### config.mk
export PLATFORM = sky130hd
export DESIGN_NAME = pfbe_ctrl
export DESIGN_NICKNAME = d
export VERILOG_FILES = /design/src/pfbe_pkg.sv /design/src/pfbe_ctrl.sv
export SDC_FILE = /design/constraint.sdc
export NUM_CORES = 1
export LEC_CHECK = 0
export BUFFER_PORTS_ARGS = -buffer_cell sky130_fd_sc_hd__buf_2
export CAP_MARGIN = 10
export CORE_AREA = 2 2 39 41
export CTS_BUF_LIST = sky130_fd_sc_hd__clkbuf_8 sky130_fd_sc_hd__clkbuf_16
export CTS_CLUSTER_DIAMETER = 50
export DETAILED_ROUTE_END_ITERATION = 10
export DIE_AREA = 0 0 41 43
export GPL_TIMING_DRIVEN = 0
export PLACE_DENSITY_LB_ADDON = 0.15
export SKIP_CTS_REPAIR_TIMING = 1
export SYNTH_ARGS = -nofsm -noshare
export SYNTH_HDL_FRONTEND = slang
export SYNTH_SLANG_ARGS = --single-unit
### constraint.sdc
create_clock -name clock -period 1 [get_ports clock]
set_input_delay 0.05 -clock clock [delete_from_list [all_inputs] [get_ports clock]]
set_output_delay 0.05 -clock clock [all_outputs]
set_load 0.005 [all_outputs]
### src/pfbe_pkg.sv
package pfbe_pkg;

   localparam int unsigned OPCODE_W = 2;
   localparam int unsigned ADDR_W   = 10;
   localparam int unsigned BYTE_W   = 8;
   localparam int unsigned CSR_IDX_W = 3;

   localparam logic [OPCODE_W-1:0] OP_STORE = 2'd0;
   localparam logic [OPCODE_W-1:0] OP_READ  = 2'd1;
   localparam logic [OPCODE_W-1:0] OP_MERGE = 2'd2;
   localparam logic [OPCODE_W-1:0] OP_FILL  = 2'd3;

   localparam logic [CSR_IDX_W-1:0] CSR_TOP_ROW    = 3'd0;
   localparam logic [CSR_IDX_W-1:0] CSR_LEFT_COL   = 3'd1;
   localparam logic [CSR_IDX_W-1:0] CSR_RECT_WIDTH = 3'd2;
   localparam logic [CSR_IDX_W-1:0] CSR_RECT_HGT   = 3'd3;
   localparam logic [CSR_IDX_W-1:0] CSR_INVERT     = 3'd4;

   // controller to datapath
   typedef struct packed {
      logic load_item;
      logic mem_rd;
      logic mem_wr;
      logic second;
      logic walk_step;
      logic load_rsp;
   } cmd_type;

   // datapath to controller
   typedef struct packed {
      logic [OPCODE_W-1:0] op;
      logic                rect_empty;
      logic                need_second;
   } status_type;

endpackage

### src/pfbe_ctrl.sv
module pfbe_ctrl (
   input  logic                 clock,
   input  logic                 reset,
   input  logic                 req_tvalid,
   output logic                 req_tready,
   output logic                 rsp_tvalid,
   input  logic                 rsp_tready,
   input  pfbe_pkg::status_type status,
   output pfbe_pkg::cmd_type    cmd
);

   typedef enum logic [2:0] {
      S_IDLE,
      S_ISSUE,
      S_MOD0,
      S_ISSUE1,
      S_MOD1,
      S_DONE
   } state_type;

   state_type state_ff, state_in;
   logic      rsp_valid_ff, rsp_valid_in;
   logic      slot_free;

   assign slot_free  = !rsp_valid_ff || rsp_tready;
   assign req_tready = (state_ff == S_IDLE);
   assign rsp_tvalid = rsp_valid_ff;

   always_comb begin
      state_in     = state_ff;
      rsp_valid_in = rsp_valid_ff && !rsp_tready;
      cmd          = '0;
      unique case (state_ff)
         S_IDLE: begin
            if (req_tvalid) begin
               cmd.load_item = 1'b1;
               state_in      = S_ISSUE;
            end
         end
         S_ISSUE: begin
            if (status.op == pfbe_pkg::OP_STORE) begin
               cmd.mem_wr = 1'b1;
               state_in   = S_DONE;
            end else if (status.op == pfbe_pkg::OP_READ) begin
               cmd.mem_rd = 1'b1;
               state_in   = S_DONE;
            end else if (status.rect_empty) begin
               cmd.walk_step = 1'b1;
               state_in      = S_DONE;
            end else begin
               cmd.mem_rd = 1'b1;
               state_in   = S_MOD0;
            end
         end
         S_MOD0: begin
            cmd.mem_wr = 1'b1;
            if (status.need_second) begin
               state_in = S_ISSUE1;
            end else begin
               cmd.walk_step = 1'b1;
               state_in      = S_DONE;
            end
         end
         S_ISSUE1: begin
            cmd.mem_rd = 1'b1;
            cmd.second = 1'b1;
            state_in   = S_MOD1;
         end
         S_MOD1: begin
            cmd.mem_wr    = 1'b1;
            cmd.second    = 1'b1;
            cmd.walk_step = 1'b1;
            state_in      = S_DONE;
         end
         S_DONE: begin
            if (slot_free) begin
               cmd.load_rsp = 1'b1;
               rsp_valid_in = 1'b1;
               state_in     = S_IDLE;
            end
         end
         default: state_in = S_IDLE;
      endcase
   end

   always_ff @(posedge clock) begin
      if (reset) begin
         state_ff     <= S_IDLE;
         rsp_valid_ff <= 1'b0;
      end else begin
         state_ff     <= state_in;
         rsp_valid_ff <= rsp_valid_in;
      end
   end

endmodule

# After elaboration in Yosys (flattened, before gate mapping)
# Cells that the tools add are included.
[op_classes] addsub=0 multipliers=0 div_mod_pow=0 order_cmp=0 n_eq_ne=8 shift=0 n_mux=25 n_bitwise=0 reduce_logical=9
[ops] operator="3-bit 2-to-1 mux" n=6
[ops] operator="3-bit one-hot mux with 6 select lines" n=1
[ops] operator="1-bit 2-to-1 mux" n=15
[ops] operator="3-bit by 2-bit equality test with 1-bit output (second input constant)" n=2
[ops] operator="3-bit equality test (second input constant)" n=2
[ops] operator="2-bit inequality test (second input constant)" n=2
[ops] operator="1-bit one-hot mux with 2 select lines" n=2
[ops] operator="2-bit OR reduction" n=2
[ops] operator="3-bit by 1-bit equality test with 1-bit output (second input constant)" n=1
[ops] operator="3-bit zero test" n=1
[ops] operator="1-bit one-hot mux with 3 select lines" n=1
[ops] operator="2-bit by 1-bit equality test with 1-bit output (second input constant)" n=1
[ops] operator="1-bit zero test" n=2
[ops] operator="2-bit zero test" n=1
[ops] operator="2-bit AND reduction" n=1
[ops] operator="1-bit logical AND" n=1
[ops] operator="1-bit logical OR" n=1
[word_totals] regBits=4 latch_bits=0 ramBits=0 rom_bits=0 in_bits=8 out_inout_bits=8 word_cells=44 n_memories=0

# Longest topological paths before layout
[depth] ltp_word=4 mapped_depth=5 ltp_nobuf=4

# Worst setup path after synthesis
# OpenSTA, ideal clock, no wires.
[synth_timing] path_kind="reg-to-reg" from="reg state_ff[0]" to="reg state_ff[1]" setup_ns=0.118 arrival_time_ns=0.840 t_required_ns=0.882 path_slack_ns=0.042 stages_incl_launch_ff=5 n_path_buf=1 synth_period_minus_slack_ns=0.958 path_cell_list="dfxtp_1 -> buf_6 -> and2b_1 -> a22oi_1 -> nor3_2"
[synth_between] elab_chain_cells=3 elab_cells_between_ends=10 cone_classes="eq/ne: 7; mux: 1; reduce/logical: 2"
[synth_rtl] element="start: declaration" line="pfbe_ctrl.sv:21" rtl="state_type state_ff, state_in;"
[synth_rtl] element="start signal: assignment" line="pfbe_ctrl.sv:91" rtl="state_ff <= state_in;"
[synth_rtl] element="3-bit equality test / 3-bit zero test (equally long branches)" line="pfbe_ctrl.sv:33" rtl="unique case (state_ff)"
[synth_rtl] element="2-bit inequality test (no line)"
[synth_rtl] element="2-bit AND reduction (no line)"
# Parallel ways exist; a longest one is shown, timed or not.
# A chain may end at the register's enable or synchronous reset.

==> flow_summary.toml <==
[floorplan]
ioPinCount = 16
placementRows = 14
coreArea_um2 = 1384
fp.dieH_um = 43
die_w_um = 41
start_util_pct = 24.23
dieArea_um2 = 1763

[min_path]
hp-class = "in -> reg"
hold_start = "reset"

[setup_path]
required_ns = 0.95
worst-path-max-fanout = 3
crit_type = "reg -> out"
critPathArrivalTime_ns = 1.20
crit_end = "cmd[1]"
crit_path_end_kind = "output pin"
r2r_cells = 5
rr_endpoint = "state_ff[2]"
reg2reg_from = "state_ff[2]"
rrSetupSlack_ns = -0.08
startpoint = "state_ff[0]"
start_kind = "flip-flop"

[clocking]
numCtsBuffers = 3
cts.clk_slew.worst_paths_ns = 0.03
clockRootBuffer = "clkbuf_8"
clock_latency_ns = 0.21
cts_tree = "done"
cts.sinks = 4
clockBufferDepth = 2
cts_max_level = 1

[routing]
vias_per_cell = 4.552
ant_nets = 0
first_pass_iters = 2
routed_wl_um = 859
wire_per_inst_um = 9.874
vias = 396
drc_errors = 0
drt-initial-drc-count = 1

[synthesis]
yosysSeqAreaShare_pct = 23.88
synth_top_cell_area_share_pct = 23.88
avgSynthCellArea_um2 = 7.135
synthCells = 47
syn_area_um2 = 335.3
synth_cell_type_count = 22
synth_nets = 55
synth_area_leaders = "dfxtp_1 (24%), nor2b_1 (7.5%), buf_6 (6.7%), a21oi_1 (6.0%), o21ai_1 (6.0%)"
synth_top_area_cell = "dfxtp_1"
synth_seq_cells = 4
yosys_warnings = 0

[placed_design]
portBuffers = 15
post-place-ws_ns = -0.09004
gp_congestion = 0.6835
hpwlAfterDp_um = 624.6

[timing]
hold_viol_final = 0
setup_viol = 9
setup_ws_ns = -0.2498
rsz0062_at_grt = "yes"
worst_pin_slew_ns = 0.4003
relSlewSlack_pct = 73.26
fmax_mhz = 800.1
period_share_pct = 125.0
finClkSkew_ns = 0.001250
slew_violations = 0
finalSetupTns_ns = -1.139
finalCriticalPeriod_ns = 1.250

[grt]
grt_start_max_net_pins = 11
grt_pass1_wl_um = 1283
grt_pass1_vias = 335
grt_overflow_total = 0
antenna_found_initial = 0
grt_usage_pct = 10.43

[finish]
multiInputGateArea_um2 = 297.8
drive_gt1_share_pct = 60.56
fillers = 141
seq_area_um2 = 83.83
syn_to_final_growth_pct = 88.43
antenna_cells = 0
nets = 81
fin_util_pct = 45.66

[status]
failed_checks = "negative setup slack"
run_status = "complete, but fails checks"

[pwr]
p_sw_share_pct = 28.68
ir_drop_mv = 0.7526
internal-power_uw = 679.0
powerDensity_nw_per_um2 = 1507
pwr-share-seq_pct = 20.2
p_leak_nw = 0.2754
clockPowerShare_pct = 34.2
p_comb_share_pct = 45.6
switchingPower_uw = 273.0

[run]
max_cap_violations = 0
-- state kept, by name (all words and copies together) (netlist names) --
register	count
rsp_tvalid	1
state_ff	3
-- per-stage QoR --
| step | total power, mW | cell area [um2] | hold slack [ns] | std cells |
|---|---|---|---|---|
| after global routing | 1.023 | 631.9 | 0.07795 | 87 |
| after floorplan | 0.3680 | 335.3 | 0.1194 | 47 |
| final | 0.9520 | 631.9 | 0.06827 | 87 |
| after global placement | 0.4596 | 430.4 | 0.2808 | 78 |
| after detailed placement | 0.4600 | 430.4 | 0.2816 | 78 |
| after CTS | 0.7950 | 471.7 | 0.05816 | 81 |
-- cell usage in the layout (no fill, tap or decap), types with 2 or more instances in the layout --
master	Yosys	routed
dfxtp_2	0	3
clkbuf_8	0	3
nand2b_1	3	3
nor2_1	5	4
buf_4	1	3
o21ai_1	4	4
a21oi_2	0	2
buf_6	2	4
nor2b_1	4	2
inv_1	3	3
buf_2	0	15
a21oi_1	4	2
nor2b_4	1	2
nand2_1	4	3
-- critical path, cell delays in order (launching register included) --
cell and delay [ns]:
dfxtp_2 0.32, buf_6 0.11, and2b_1 0.17, a32oi_1 0.19, o21ai_1 0.07, buf_2 0.12
-- cell families after synthesis --
family,after synthesis,synth area share (%)
AOI/OAI and AO/OA,14,24.25
buffers and inverters,6,12.31
DFF,4,23.88
and+or+nand+nor,23,39.55
-- cell type report --
class | instances | share of cell area [%]
Timing Repair Buffer | 21 | 22.18
Sequential cell | 4 | 13.27
Buffer | 3 | 5.941
Tap cell | 16 | 3.168
Clock buffer | 3 | 6.535
Multi-Input combinational cell | 37 | 47.13
Inverter | 3 | 1.782
-- routing by layer --
metal  vias to the layer above  track usage (%)  routed length, um
met5                         -                0                  0
met4                         0            2.000                  0
met3                         0            5.236                 73
met2                        13            15.94                403
met1                       174            12.82                382
li1                        209                -                  -
-- synthesized netlist by cell type --
cell and n:
o21bai_1 1, nand2_1 4, nand3_1 1, buf_4 1, nor3_1 1, nor2_1 5
a21oi_1 4, and2_1 1, nor3b_1 1, o21ai_0 1, a22oi_1 1, dfxtp_1 4
buf_6 2, a32oi_1 1, inv_1 3, nor2b_4 1, o21ai_1 4, nand2b_1 3
nor3_2 1, and2b_1 1, nor2b_1 4, a31oi_1 2
-- power by group through the flow --
stage,clock (mW),sequential [mW],combinational (mW)
global route,0.352,0.195,0.477
detailed placement,0,0.190,0.270
CTS,0.336,0.188,0.271
global placement,0,0.189,0.270
finish,0.325,0.192,0.435
floorplan,0,0.188,0.180
-- worst min path at each step --
stage                              to  slack (ns)  cells after the start
after global routing      state_ff[2]        0.08                      2
after global placement    state_ff[1]        0.28                      2
after floorplan           state_ff[0]        0.12                      1
after detailed placement  state_ff[1]        0.28                      2
final                     state_ff[2]        0.07                      2
after CTS                 state_ff[1]        0.06                      2
Power figures use the tool's default switching activity.
